### src/design/mfd_pkg.sv
package mfd_pkg;

  // Stream payload widths, packed to whole bytes
  localparam int unsigned InDataWidth  = 80;
  localparam int unsigned OutDataWidth = 144;

  // Configuration port
  localparam int unsigned CfgAddrWidth = 3;
  localparam int unsigned CfgDataWidth = 32;
  localparam logic        REG_MOTOR_ID = 1'b0;
  localparam logic [10:0] MOTOR_ID_RESET = 11'd1;

  // Reply opcodes carried in byte 0 of a 5-byte frame
  localparam logic [7:0] OP_POSITION    = 8'h08;
  localparam logic [7:0] OP_ERROR       = 8'h0A;
  localparam logic [7:0] OP_TEMPERATURE = 8'h31;

  localparam logic [3:0] LEN_SHORT = 4'd5;
  localparam logic [3:0] LEN_LONG  = 4'd8;

  // degrees = counts * 360 / (65536 * 101) = counts * 45 / (8192 * 101)
  localparam int unsigned DegScaleMul   = 45;
  localparam int unsigned DegScaleShift = 13;
  // floor(r / 101) = (r * RecipMul) >> RecipShift, exact for r below 2^24
  localparam logic [24:0] RecipMul   = 25'd21262215;
  localparam int unsigned RecipShift = 31;

  typedef enum logic [2:0] {
    KIND_NONE        = 3'd0,
    KIND_POSITION    = 3'd1,
    KIND_COMBINED    = 3'd2,
    KIND_ERROR       = 3'd3,
    KIND_TEMPERATURE = 3'd4
  } frame_kind_t;

  typedef struct packed {
    logic [10:0]     frame_id;
    logic [3:0]      length;
    logic [7:0][7:0] data;
  } frame_t;

  // Held values after one frame, plus what the frame was
  typedef struct packed {
    logic               accepted;
    frame_kind_t        kind;
    logic signed [31:0] position;
    logic signed [15:0] current;
    logic signed [15:0] speed;
    logic [15:0]        temperature;
    logic [31:0]        error;
    logic               pose_ready;
  } snapshot_t;

  function automatic logic [7:0] compact_error(input logic [31:0] e);
    return {e[17] | e[18], e[16], e[6], e[5], e[4], e[2], e[1], e[0]};
  endfunction

endpackage

### src/design/mfd_cfg.sv
module mfd_cfg (
  input  logic                              clk,
  input  logic                              rst,
  input  logic                              psel,
  input  logic                              penable,
  input  logic                              pwrite,
  input  logic [mfd_pkg::CfgAddrWidth-1:0]  paddr,
  input  logic [mfd_pkg::CfgDataWidth-1:0]  pwdata,
  output logic [mfd_pkg::CfgDataWidth-1:0]  prdata,
  output logic                              pready,
  output logic [10:0]                       motor_id
);
  import mfd_pkg::*;

  logic reg_index;
  logic wr_en;

  assign reg_index = paddr[CfgAddrWidth-1];
  assign pready    = 1'b1;
  assign wr_en     = psel && penable && pwrite && pready;

  always_ff @(posedge clk) begin
    if (rst) begin
      motor_id <= MOTOR_ID_RESET;
    end else if (wr_en && (reg_index == REG_MOTOR_ID)) begin
      motor_id <= pwdata[10:0];
    end
  end

  always_comb begin
    prdata = '0;
    if (reg_index == REG_MOTOR_ID) begin
      prdata = {{(CfgDataWidth-11){1'b0}}, motor_id};
    end
  end

endmodule

### src/design/mfd_decode.sv
module mfd_decode (
  input  logic               clk,
  input  logic               rst,
  input  logic [10:0]        motor_id,
  input  mfd_pkg::frame_t    frame,
  input  logic               update,
  output mfd_pkg::snapshot_t snap
);
  import mfd_pkg::*;

  logic [31:0] held_position;
  logic [15:0] held_current;
  logic [15:0] held_speed;
  logic [15:0] held_temperature;
  logic [31:0] held_error;
  logic        ready_flag;

  logic [31:0] held_position_next;
  logic [15:0] held_current_next;
  logic [15:0] held_speed_next;
  logic [15:0] held_temperature_next;
  logic [31:0] held_error_next;
  logic        ready_flag_next;
  frame_kind_t kind;
  logic [31:0] word_short;
  logic        id_match;

  assign word_short = {frame.data[4], frame.data[3], frame.data[2], frame.data[1]};
  assign id_match   = (frame.frame_id == motor_id);

  always_comb begin
    held_position_next    = held_position;
    held_current_next     = held_current;
    held_speed_next       = held_speed;
    held_temperature_next = held_temperature;
    held_error_next       = held_error;
    ready_flag_next       = ready_flag;
    kind                  = KIND_NONE;
    if (id_match) begin
      if ((frame.length == LEN_SHORT) && (frame.data[0] == OP_POSITION)) begin
        held_position_next = word_short;
        ready_flag_next    = 1'b1;
        kind               = KIND_POSITION;
      end else if (frame.length == LEN_LONG) begin
        held_current_next  = {frame.data[1], frame.data[0]};
        held_speed_next    = {frame.data[3], frame.data[2]};
        held_position_next = {frame.data[7], frame.data[6], frame.data[5], frame.data[4]};
        ready_flag_next    = 1'b1;
        kind               = KIND_COMBINED;
      end else if ((frame.length == LEN_SHORT) && (frame.data[0] == OP_ERROR)) begin
        held_error_next = word_short;
        kind            = KIND_ERROR;
      end else if ((frame.length == LEN_SHORT) && (frame.data[0] == OP_TEMPERATURE)) begin
        // clamp the signed value to 0..65535
        if (word_short[31]) begin
          held_temperature_next = 16'd0;
        end else if (word_short[30:16] != 15'd0) begin
          held_temperature_next = 16'hFFFF;
        end else begin
          held_temperature_next = word_short[15:0];
        end
        kind = KIND_TEMPERATURE;
      end
    end
  end

  always_ff @(posedge clk) begin
    if (rst) begin
      held_position    <= '0;
      held_current     <= '0;
      held_speed       <= '0;
      held_temperature <= '0;
      held_error       <= '0;
      ready_flag       <= 1'b0;
    end else if (update) begin
      held_position    <= held_position_next;
      held_current     <= held_current_next;
      held_speed       <= held_speed_next;
      held_temperature <= held_temperature_next;
      held_error       <= held_error_next;
      ready_flag       <= ready_flag_next;
    end
  end

  always_comb begin
    snap.accepted    = (kind != KIND_NONE);
    snap.kind        = kind;
    snap.position    = held_position_next;
    snap.current     = held_current_next;
    snap.speed       = held_speed_next;
    snap.temperature = held_temperature_next;
    snap.error       = held_error_next;
    snap.pose_ready  = ready_flag_next;
  end

endmodule

### src/design/mfd_degrees.sv
module mfd_degrees (
  input  logic               clk,
  input  logic               rst,
  input  logic               in_valid,
  output logic               in_ready,
  input  mfd_pkg::snapshot_t in_snap,
  output logic               out_valid,
  input  logic               out_ready,
  output mfd_pkg::snapshot_t out_snap,
  output logic [15:0]        out_degrees
);
  import mfd_pkg::*;

  // Scale stage: magnitude times 45, drop 13 bits
  logic        c_valid;
  snapshot_t   c_snap;
  logic [23:0] c_scaled;
  logic        c_neg;

  logic        c_ready;
  logic        d_ready;
  logic [31:0] mag;
  logic [37:0] mag_x45;
  logic [48:0] recip_prod;
  logic [17:0] quot;
  logic [15:0] degrees_next;

  assign d_ready  = !out_valid || out_ready;
  assign c_ready  = !c_valid || d_ready;
  assign in_ready = c_ready;

  always_comb begin
    mag     = in_snap.position[31] ? (~in_snap.position) + 32'd1 : in_snap.position;
    mag_x45 = {6'd0, mag} * 38'(DegScaleMul);
  end

  always_ff @(posedge clk) begin
    if (rst) begin
      c_valid <= 1'b0;
    end else if (c_ready) begin
      c_valid <= in_valid;
    end
  end

  always_ff @(posedge clk) begin
    if (c_ready && in_valid) begin
      c_snap   <= in_snap;
      c_scaled <= mag_x45[DegScaleShift +: 24];
      c_neg    <= in_snap.position[31];
    end
  end

  // Divide by 101 through the reciprocal, then sign and saturate
  always_comb begin
    recip_prod = {25'd0, c_scaled} * {24'd0, RecipMul};
    quot       = recip_prod[RecipShift +: 18];
    if (!c_neg) begin
      degrees_next = (quot > 18'd32767) ? 16'h7FFF : quot[15:0];
    end else begin
      degrees_next = (quot > 18'd32768) ? 16'h8000 : (~quot[15:0]) + 16'd1;
    end
  end

  always_ff @(posedge clk) begin
    if (rst) begin
      out_valid <= 1'b0;
    end else if (d_ready) begin
      out_valid <= c_valid;
    end
  end

  always_ff @(posedge clk) begin
    if (d_ready && c_valid) begin
      out_snap    <= c_snap;
      out_degrees <= degrees_next;
    end
  end

endmodule

### src/design/motor_feedback_frame_decoder.sv
// Motor feedback frame decoder. Each received CAN frame (identifier, length
// and eight data bytes) enters as one slave-side transaction, and each frame,
// accepted or not, leaves as one master-side transaction that carries the
// latest held motor values: raw position, position in whole joint degrees
// (truncated toward zero, saturated to int16), current, speed, clamped
// temperature, the raw and compacted error word, and the pose-ready flag.
// Frames from any identifier other than motor_id leave the held values alone
// and report accepted = 0, frame_kind = 0. One frame is taken every clock
// cycle unless the master side stalls. The result passes through
// four registers (input register, decode register, scale register,
// result register). The depth is set by the two-step degree conversion that
// multiplies by 45 and then by the reciprocal of 101. Write motor_id through
// the APB port at address 0 only while no frame is in flight.
module motor_feedback_frame_decoder (
  input  logic                              clk,
  input  logic                              rst,
  // slave side: frame_id[10:0], length[14:11], byte0..byte7[78:15], zero[79]
  input  logic                              s_axis_tvalid,
  output logic                              s_axis_tready,
  input  logic [mfd_pkg::InDataWidth-1:0]   s_axis_tdata,
  // master side: accepted[0], frame_kind[3:1], position_count[35:4],
  // position_degrees[51:36], drive_current[67:52], shaft_speed[83:68],
  // temperature[99:84], error_word[131:100], error_compact[139:132],
  // pose_ready[140], zero[143:141]
  output logic                              m_axis_tvalid,
  input  logic                              m_axis_tready,
  output logic [mfd_pkg::OutDataWidth-1:0]  m_axis_tdata,
  // configuration
  input  logic                              psel,
  input  logic                              penable,
  input  logic                              pwrite,
  input  logic [mfd_pkg::CfgAddrWidth-1:0]  paddr,
  input  logic [mfd_pkg::CfgDataWidth-1:0]  pwdata,
  output logic [mfd_pkg::CfgDataWidth-1:0]  prdata,
  output logic                              pready
);
  import mfd_pkg::*;

  logic [10:0] motor_id;

  // Input register stage
  logic        a_valid;
  frame_t      a_frame;
  logic        a_adv;
  frame_t      in_frame;

  // Decode register stage
  logic        b_valid;
  snapshot_t   b_snap;
  logic        b_ready;
  snapshot_t   dec_snap;

  logic        conv_ready;
  snapshot_t   out_snap;
  logic [15:0] out_degrees;

  mfd_cfg u_cfg (
    .clk      (clk),
    .rst      (rst),
    .psel     (psel),
    .penable  (penable),
    .pwrite   (pwrite),
    .paddr    (paddr),
    .pwdata   (pwdata),
    .prdata   (prdata),
    .pready   (pready),
    .motor_id (motor_id)
  );

  // Unpack the frame from the slave-side data bus
  always_comb begin
    in_frame.frame_id = s_axis_tdata[10:0];
    in_frame.length   = s_axis_tdata[14:11];
    for (int i = 0; i < 8; i++) begin
      in_frame.data[i] = s_axis_tdata[15 + 8*i +: 8];
    end
  end

  assign b_ready       = !b_valid || conv_ready;
  assign a_adv         = a_valid && b_ready;
  assign s_axis_tready = !a_valid || b_ready;

  always_ff @(posedge clk) begin
    if (rst) begin
      a_valid <= 1'b0;
    end else if (s_axis_tready) begin
      a_valid <= s_axis_tvalid;
    end
  end

  always_ff @(posedge clk) begin
    if (s_axis_tready && s_axis_tvalid) begin
      a_frame <= in_frame;
    end
  end

  // Held state advances exactly when a frame moves into the decode register
  mfd_decode u_decode (
    .clk      (clk),
    .rst      (rst),
    .motor_id (motor_id),
    .frame    (a_frame),
    .update   (a_adv),
    .snap     (dec_snap)
  );

  always_ff @(posedge clk) begin
    if (rst) begin
      b_valid <= 1'b0;
    end else if (b_ready) begin
      b_valid <= a_valid;
    end
  end

  always_ff @(posedge clk) begin
    if (a_adv) begin
      b_snap <= dec_snap;
    end
  end

  // Degree conversion, carrying the snapshot alongside to the result register
  mfd_degrees u_degrees (
    .clk         (clk),
    .rst         (rst),
    .in_valid    (b_valid),
    .in_ready    (conv_ready),
    .in_snap     (b_snap),
    .out_valid   (m_axis_tvalid),
    .out_ready   (m_axis_tready),
    .out_snap    (out_snap),
    .out_degrees (out_degrees)
  );

  // Pack the result; the compacted error follows straight from the held word
  assign m_axis_tdata = {
    3'b000,
    out_snap.pose_ready,
    compact_error(out_snap.error),
    out_snap.error,
    out_snap.temperature,
    out_snap.speed,
    out_snap.current,
    out_degrees,
    out_snap.position,
    out_snap.kind,
    out_snap.accepted
  };

endmodule

### config.mk
export PLATFORM = sky130hd
export DESIGN_NAME = motor_feedback_frame_decoder
export DESIGN_NICKNAME = d
export VERILOG_FILES = /design/src/design/mfd_pkg.sv /design/src/design/mfd_cfg.sv /design/src/design/mfd_decode.sv /design/src/design/mfd_degrees.sv /design/src/design/motor_feedback_frame_decoder.sv
export SDC_FILE = /design/constraint.sdc
export NUM_CORES = 1
export LEC_CHECK = 0
export BUFFER_PORTS_ARGS = -buffer_cell sky130_fd_sc_hd__buf_2
export CAP_MARGIN = 20
export CORE_MARGIN = 5
export CORE_UTILIZATION = 50
export CTS_BUF_LIST = sky130_fd_sc_hd__clkbuf_16
export CTS_CLUSTER_DIAMETER = 30
export CTS_CLUSTER_SIZE = 12
export DETAILED_ROUTE_END_ITERATION = 10
export PLACE_DENSITY = 0.75
export SLEW_MARGIN = 10
export SYNTH_ARGS = -nofsm -noshare
export SYNTH_HDL_FRONTEND = slang
export SYNTH_SLANG_ARGS = --single-unit
export TNS_END_PERCENT = 5
### constraint.sdc
create_clock -name clk -period 41.3 [get_ports clk]
set_input_delay 6.195 -clock clk [delete_from_list [all_inputs] [get_ports clk]]
set_output_delay 6.195 -clock clk [all_outputs]
set_load 0.005 [all_outputs]
---- Word level (Yosys, flattened, before mapping) ----
Index checks and enable logic that the tools add are counted.
Widths: inputs -> output; s select.
word-level totals
  input port bits ......................... 122
  word-level logic and storage cells ...... 117
  output and inout port bits .............. 179
  register bits after elaboration ......... 599
operators by class
  $mul .................................... 2
  multiplexer cells ....................... 33
  eq/ne operators ......................... 6
  magnitude comparators ................... 2
  bitwise operators ....................... 4
  add/subtract/negate cells ............... 2
  reductions and logical operators ........ 20
operators with widths
  cell                    count
  $mux 16                 16
  $mux 32                 8
  $mul 24x25->49 const B  1
  $mul 32x6->37 const B   1
  $add 32x1->32 const B   1
  $not 32->32             1
  $gt 18x15->1 const B    1
  $gt 18x16->1 const B    1
  $add 16x1->16 const B   1
  $eq 8x4->1 const B      2
  $not 16->16             1
  $mux 3                  5
  $reduce_bool 15->1      1
  $eq 11x11->1            1
  $mux 11                 1
  $logic_and 1x1->1       10
  $eq 8x6->1 const B      1
  $eq 4x3->1 const B      1
  $eq 4x4->1 const B      1
  $logic_not 1->1         4
  $logic_or 1x1->1        4
  $mux 1                  3
  $reduce_bool 3->1       1
  $not 1->1               1
  $or 1x1->1              1

---- Depth between registers and ports, before layout ----
Gate-level depths: netlist (run 1).
  word-level depth ........................ 8
  mapped depth ............................ 29

---- Modules after synthesis ----
Synthesis (run 1) repeated with hierarchy kept, for this count alone.
second synthesis, totals
  cells, all modules ...................... 2781
  area total of the unflattened synthesis .. 35293.8 sq um
modules (own cells, without submodules)
  module                        sequential area each (sq um)  cells an instance  instances  area each (sq um)
  mfd_degrees                   8267.9                        1773               1          22268.9
  mfd_decode                    2262.2                        706                1          6198.4
  motor_feedback_frame_decoder  5925.7                        218                1          6074.6
  mfd_cfg                       220.2                         84                 1          752.0

---- Worst setup path after synthesis (run 1) ----
Ideal clock, no wire load.
  kind .................................... in2reg
  start point ............................. in m_axis_tready
  end point ............................... reg u_degrees.c_neg, enable pin
  arrival time ............................ 16467 ps
  slack ................................... 23976 ps
  cell stages on the path ................. 2
  cells stage by stage .................... nor2b_1 a21boi_0
on the way
  cells in the longest elaborated chain, start to end .. 3
ends and longest elaborated chain
  item                  line                                source
  start, declared       motor_feedback_frame_decoder.sv:26  input logic m_axis_tready,
  $logic_or 1x1->1      mfd_degrees.sv:28                   assign d_ready = !out_valid || out_ready;
  $logic_or 1x1->1      mfd_degrees.sv:29                   assign c_ready = !c_valid || d_ready;
  $logic_and 1x1->1     mfd_degrees.sv:46                   if (c_ready && in_valid) begin
  end signal, assigned  mfd_degrees.sv:49                   c_neg <= in_snap.position[31];
  end, declared         mfd_degrees.sv:18                   logic c_neg;
Every way passes these cells.
A chain may end at the register's enable or synchronous reset.

---- Final worst setup path (run 1) ----
  start point ............................. in m_axis_tready
  end point ............................... out s_axis_tready
on the way
  cells in the longest elaborated chain, start to end .. 4
ends and longest elaborated chain
  item              line                                source
  $logic_or 1x1->1  mfd_degrees.sv:28
  $logic_or 1x1->1  mfd_degrees.sv:29
  $logic_or 1x1->1  motor_feedback_frame_decoder.sv:79  assign b_ready = !b_valid || conv_ready;
  $logic_or 1x1->1  motor_feedback_frame_decoder.sv:81  assign s_axis_tready = !a_valid || b_ready;
  end, declared     motor_feedback_frame_decoder.sv:19  output logic s_axis_tready,
Every way passes these cells.

==> out/summary.txt, run 1 <==
met1 WL -> 32,300 microns
Fin Setup TNS -> 0 ns
Seq/Total Area, Yosys -> 0.478
Clk Latency, worst-skew pair -> 0.64 ns
YS warnings -> 0
complex-gate fraction of the synthesized area -> 0.0639
Register Area -> 16,700 sq um
Area Overhead vs Synth -> 15.2%
WS Path Type -> input port to output pin
CTS buffer count -> 91
mean area per synthesized cell -> 12.0 sq um
Multi-input gate area -> 16,300 sq um
post-synthesis mux area share -> 0.0289
Final Hold Viols -> 0
Synth Area in Simple Gates -> 0.0866
run status -> finished clean
clock sinks -> 598
fill count -> 5,479
CP Data Required Time -> 35.10 ns
EDFF count, synth -> 470
area of placed instances -> 37,000 sq um
DR WL met3 -> 5210 microns
Worst R2R Start -> u_degrees.c_scaled[9]$_DFFE_PP_
final worst-path cycle share -> 0.324
DIE WIDTH -> 274 microns
library cells used by synthesis -> 77
Hold-fix buffers, CTS -> 0
vias in the first global route -> 22,700
crit-path cells -> buf_2, nor2b_1, nand4_1, buf_2
Post-Syn Instances -> 2,901
initial antenna violation count -> 12
Startpoint Class -> input port
# rows -> 96
Critical Path Fanout Max -> 6
drt initial violations -> 1,528
DR WL/cell -> 19.3 microns
clk_skew -> 0.0450 ns
GR Overflow Total -> 0
Die Span Y -> 274 microns
IO buf count -> 251
endpoints failing setup -> 0
root buffer cell -> clkbuf_16
unrepaired setup endpoints after global routing -> no
Final nets -> 3,877
Worst-path clk slew -> 0.05 ns
f_max -> 74.8 MHz
I/O pin count -> 301
post-CTS sizing -> 0
crit-path most repeated cell -> buf_2
residual DRC count -> 0
fin crit period -> 13.37 ns
first-pass GRT wire length -> 126,000 microns
post-CTS setup repair buffer count -> 0
area of the core -> 68,900 sq um
gr usage total -> 0.214
worst path arrival time -> 7.18 ns
Crit-path slowest cell -> nor2b_1
Clock Path Buffers -> 3
largest net degree at the start of global routing -> 147
Tightest Pin Transition -> 1.10 ns
Adder-Cell Fraction of Synth Area -> 0.264
highest routed layer -> met5
largest family of logic cells by synthesized area -> adder cells
DRT Pass-1 Iters -> 5
CTS tree -> done
worst hold-check path type -> register to register
CP startpoint -> m_axis_tready
die area -> 75,200 sq um
Post-Synth XOR/XNOR Area -> 0.0193
Primary FF master, synth -> edfxtp_1
Hold Startpoint -> b_snap[1]$_DFFE_PP_
RD Place Congestion -> 0.899
Vias -> 22,300
Cell Area, Synth -> 34,900 sq um
Max transition margin -> 0.270
DR WL met2 -> 40,300 microns
final instance area -> 40,200 sq um
H-tree depth reported by CTS -> 3
MaxCap Viol Count -> 0
number of synthesized register bits -> 598
Detailed Place HPWL -> 59,200 microns
fraction of final layout cells sized beyond drive strength 1 -> 0.162
Synth async-reset ratio -> 0
final wirelength -> 80,600 microns
Vias per Instance -> 5.33
Antenna Nets Post-Route -> 0
Initial Utilization -> 0.506
max incr delay on CP -> 0.49 ns
CP endpoint kind -> output pin
Final Max Slew Viols -> 0
-- cells in the final DEF (no fill, tap or decap), types with 11 or more instances in the layout --
master | synthesis | layout
fa_1 | 250 | 250
nand3_1 | 22 | 22
and4_1 | 11 | 11
clkinv_1 | 1 | 13
clkbuf_16 | 0 | 93
xnor2_1 | 58 | 58
a21oi_1 | 166 | 165
ha_1 | 336 | 336
a21o_1 | 18 | 18
inv_1 | 411 | 422
and3_1 | 12 | 12
bufinv_16 | 0 | 11
mux2_2 | 86 | 86
edfxtp_1 | 470 | 470
nand4_1 | 16 | 16
o22ai_1 | 32 | 32
nand2_1 | 233 | 232
inv_6 | 0 | 11
a211oi_1 | 11 | 11
nor3_1 | 69 | 67
o31ai_1 | 12 | 12
nor2b_1 | 17 | 16
buf_4 | 32 | 11
xor2_1 | 17 | 17
dfxtp_1 | 128 | 128
conb_1 | 2 | 25
nand2b_1 | 11 | 11
buf_2 | 0 | 250
clkinv_4 | 0 | 11
o21ai_0 | 57 | 57
nor2_1 | 206 | 205
-- final timing paths --
| path | cells after the start | slack, ns | to |
|---|---|---|---|
| setup / recovery | 4 | 27.93 | s_axis_tready |
| hold / removal | 0 | 0.40 | u_degrees.c_snap[1]$_DFFE_PP_ |
| setup reg to reg | 24 | 32.06 | u_degrees.out_degrees[7]$_DFFE_PP_ |
| hold reg to reg | 0 | 0.40 | u_degrees.c_snap[1]$_DFFE_PP_ |
-- layout make-up --
cell class                 count  area share
clock inverter                78      0.0202
multi-input combinational   1803       0.405
tap                          931      0.0290
inverter                     412      0.0386
timing repair buffer         263      0.0342
sequential                   598       0.415
clock buffer                  93      0.0579
antenna                        7    0.000436
-- per-stage QoR --
step,utilization,std cells,hold slack (ns),setup WS [ns]
finish,0.583,4185,0.397,27.93
global route,0.583,4178,0.402,27.85
CTS,0.583,4177,0.400,27.94
detailed placement,0.537,4006,0.405,27.95
global placement,0.537,4006,0.401,27.94
floorplan,-,2924,0.400,23.98
-- routing by layer --
metal / GRT usage / vias to the layer above
li1: - / 10500
met1: 0.273 / 11000
met2: 0.368 / 721
met3: 0.0396 / 137
met4: 0.0778 / 12
met5: 0 / -
-- critical path: cells and delay by family --
kind | cells | cell delay (ns)
buf+inv | 2 | 0.27
simple gates | 2 | 0.72
-- cells in the mapped netlist (7+ instances only) --
library cell,instances,share of area
dfxtp_1,128,0.073
nand2_1,233,0.025
and4_1,11,0.0028
ha_1,336,0.12
o31ai_1,12,0.0026
nor2_1,206,0.022
a211oi_1,11,0.0024
o22ai_1,32,0.0057
mux2_2,86,0.028
nor3_1,69,0.0099
and3_1,12,0.0022
and2_1,8,0.0014
fa_1,250,0.14
edfxtp_1,470,0.40
xor2_1,17,0.0043
nand3_1,22,0.0032
o21ai_0,57,0.0082
nand2b_1,11,0.0020
inv_1,411,0.044
clkbuf_1,67,0.0072
o21a_1,10,0.0022
a21oi_1,166,0.024
buf_1,12,0.0013
a21o_1,18,0.0039
nand4_1,16,0.0029
buf_4,32,0.0069
o21bai_1,8,0.0017
or2_2,7,0.0013
nor2b_1,17,0.0030
xnor2_1,58,0.015
-- cell families after synthesis --
family,Yosys count
and+or+nand+nor,657
muxes,90
buffers and inverters,523
AOI/OAI and AO/OA,369
DFF,598
adders and majority gates,586
other,2
xor gates and xnor gates,76
-- flip-flops by register name (all words and copies together), names as in the netlist, 24 cells and up --
| register | flops |
|---|---|
| u_decode.held_position | 32 |
| a_frame | 79 |
| u_degrees.c_snap | 116 |
| u_degrees.out_snap | 117 |
| b_snap | 117 |
| u_degrees.c_scaled | 24 |
| u_decode.held_error | 32 |
Power of run 1 is left out: the tool's default activity adds up to more than one toggle a clock period on the data nets, which glitch-free logic cannot reach.
==> run 2, diff against run 1 <==
PLACE_DENSITY = 0.77   (was 0.75)
clock period = 12.3 ns   (was 41.3 ns; I/O delays follow)
==> run 2 against run 1 <==
Net effect: final area decreased by 0.32%; largest cell class unchanged; worst setup slack worse by 25 ns; worst hold slack got worse by 0.012 ns; clock skew is 0.023 ns higher; register-to-register slack got worse by 29 ns; wire length is 2.7% higher; sequential share of layout area grew 0.13 points; flip-flop and latch count unchanged.
==> out/summary.txt, run 2 (same netlist as run 1, synthesis figures left out) <==
hold-critical path depth -> 0 (unchanged)
DR WL/cell -> 19.9 microns (+3.2%)
Clock Path Buffers -> 3 (unchanged)
final wirelength -> 82,700 microns (+2.7%)
first-pass GRT wire length -> 129,000 microns (+2.0%)
IO buf count -> 251 (unchanged)
run status -> finished clean
internal reg-to-reg setup slack -> 3.16 ns (-28.90 ns)
post-CTS sizing -> 0 (unchanged)
Critical Path Fanout Max -> 12 (+6)
Vias per Instance -> 5.44 (+2.0%)
clk_skew -> 0.0681 ns (+0.0231 ns)
Fin Setup TNS -> 0 ns (unchanged)
Layout Utilization -> 0.581 (-0.00185)
fraction of final layout cells sized beyond drive strength 1 -> 0.159 (-0.00348)
CTS buffer count -> 83 (-8.8%)
Final nets -> 3,871 (-0.15%)
Detailed Place HPWL -> 60,100 microns (+1.7%)
RD Place Congestion -> 0.929 (+3.4%)
max incr delay on CP -> 0.69 ns (+0.20 ns)
Worst Reg-to-Reg Cells -> 24 (unchanged)
Worst R2R Start -> u_degrees.c_scaled[9]$_DFFE_PP_
placed cells -> 4,007 (+0.025%)
largest net degree at the start of global routing -> 142 (-3.4%)
Crit-path slowest cell -> a21oi_1
Final Hold Viols -> 0 (unchanged)
# rows -> 96 (unchanged)
drt initial violations -> 1,949 (+28%)
Clk Latency, worst-skew pair -> 0.64 ns (about the same)
H-tree depth reported by CTS -> 3 (unchanged)
WS Path Type -> register to register
area of placed instances -> 37,000 sq um (about the same)
initial antenna violation count -> 2 (-10)
DR WL met2 -> 41,300 microns (+2.4%)
Initial Utilization -> 0.506 (unchanged)
CP Data Required Time -> 12.61 ns (-22.49 ns)
Antenna Nets Post-Route -> 0 (unchanged)
worst hold-check path type -> register to register
Hold Path Sink -> u_degrees.c_snap[67]$_DFFE_PP_
vias in the first global route -> 23,400 (+3.1%)
Vias -> 22,600 (+1.4%)
DR WL met3 -> 6290 microns (+21%)
worst path arrival time -> 9.45 ns (+2.27 ns)
met1 WL -> 31,900 microns (-1.2%)
final instance area -> 40,100 sq um (-0.32%)
RR Endpoint -> u_degrees.out_degrees[1]$_DFFE_PP_
CP endpoint kind -> register
Area Overhead vs Synth -> 14.8%
Final Non-Filler Cells -> 4,163 (-0.53%)
final worst-path cycle share -> 0.743
MaxCap Viol Count -> 0 (unchanged)
post-CTS setup repair buffer count -> 0 (unchanged)
leading cell type in the layout, fill and taps excluded -> edfxtp_1
highest routed layer -> met5
root buffer cell -> clkbuf_16
Worst-path clk slew -> 0.05 ns (about the same)
commonest non-fill, non-tap cells in the layout -> edfxtp_1 (470), inv_1 (420), ha_1 (336)
DRT Pass-1 Iters -> 6 (+1)
Hold-fix buffers, CTS -> 0 (unchanged)
DIE WIDTH -> 274 microns (unchanged)
endpoints failing setup -> 0 (unchanged)
Startpoint Class -> register
clock sinks -> 598 (unchanged)
gr usage total -> 0.219 (+0.00434)
registers with the most flip-flops -> b_snap (117), u_degrees.out_snap (117), u_degrees.c_snap (116)
f_max -> 109 MHz
crit-path cells -> inv_1, fa_1, inv_1, fa_1, inv_1, fa_1, fa_1, fa_1, inv_1, fa_1, inv_1, fa_1, inv_1, ha_1, and4_1, nor4bb_1, nand2_1, nor3_1, nor2_1, o311ai_1, and4bb_2, and4_1, a21oi_1, o21ai_0
Top delay family on crit path -> adder cells
crit-path most repeated cell -> fa_1
WP buf/inv -> 6 (+4)
residual DRC count -> 0 (unchanged)
fin crit period -> 9.14 ns
GR Overflow Total -> 0 (unchanged)
Final Max Slew Viols -> 0 (unchanged)
unrepaired setup endpoints after global routing -> no
CTS tree -> done
Hold Startpoint -> b_snap[67]$_DFFE_PP_
Die Span Y -> 274 microns (unchanged)
die area -> 75,200 sq um (unchanged)
area of the core -> 68,900 sq um (unchanged)
I/O pin count -> 301 (unchanged)
Tightest Pin Transition -> 1.12 ns (+0.0257 ns)
Max transition margin -> 0.253 (-0.0172)
-- run 2: how the worst max path moves through the flow --
stage / from / to / slack (ns) / depth (start not counted)
final: u_degrees.c_scaled[9]$_DFFE_PP_ / u_degrees.out_degrees[1]$_DFFE_PP_ / 3.16 / 24
after CTS: u_degrees.c_scaled[9]$_DFFE_PP_ / u_degrees.out_degrees[13]$_DFFE_PP_ / 3.17 / 24
after floorplan: m_axis_tready / u_degrees.c_neg$_DFFE_PP_ / 3.05 / 2
after detailed placement: u_degrees.c_scaled[9]$_DFFE_PP_ / u_degrees.out_degrees[13]$_DFFE_PP_ / 3.16 / 24
after global placement: u_degrees.c_scaled[9]$_DFFE_PP_ / u_degrees.out_degrees[13]$_DFFE_PP_ / 3.25 / 24
after global routing: u_degrees.c_scaled[9]$_DFFE_PP_ / u_degrees.out_degrees[13]$_DFFE_PP_ / 2.55 / 24
-- run 2: worst register-to-register path: cells and delay by family (launching register included) --
family	cells	cell delay, ns
AOI/OAI and AO/OA	3	1.62
adders and majority gates	8	3.77
buffers and inverters	6	0.60
DFF	1	0.66
and+or+nand+nor	7	2.20
-- run 2: layout make-up --
class / count / area (sq um)
antenna: 2 / 5.00
clock buffer: 83 / 2080
clock inverter: 69 / 932
fill: 5400 / 28900
inverter: 412 / 1550
multi-input combinational: 1803 / 16300
sequential: 598 / 16700
tap: 931 / 1160
timing repair buffer: 265 / 1380
-- run 2: layer usage --
layer	up-vias	GRT usage
met4	2	0.0866
met2	844	0.371
li1	10400	-
met5	-	0.00724
met1	11200	0.273
met3	162	0.0494
-- run 2: stage by stage --
stage	setup slack, ns	hold slack [ns]
detailed placement	3.16	0.405
global placement	3.25	0.401
CTS	3.17	0.382
floorplan	3.05	0.400
finish	3.16	0.385
global route	2.55	0.382
Power of run 2 is left out for the same reason.
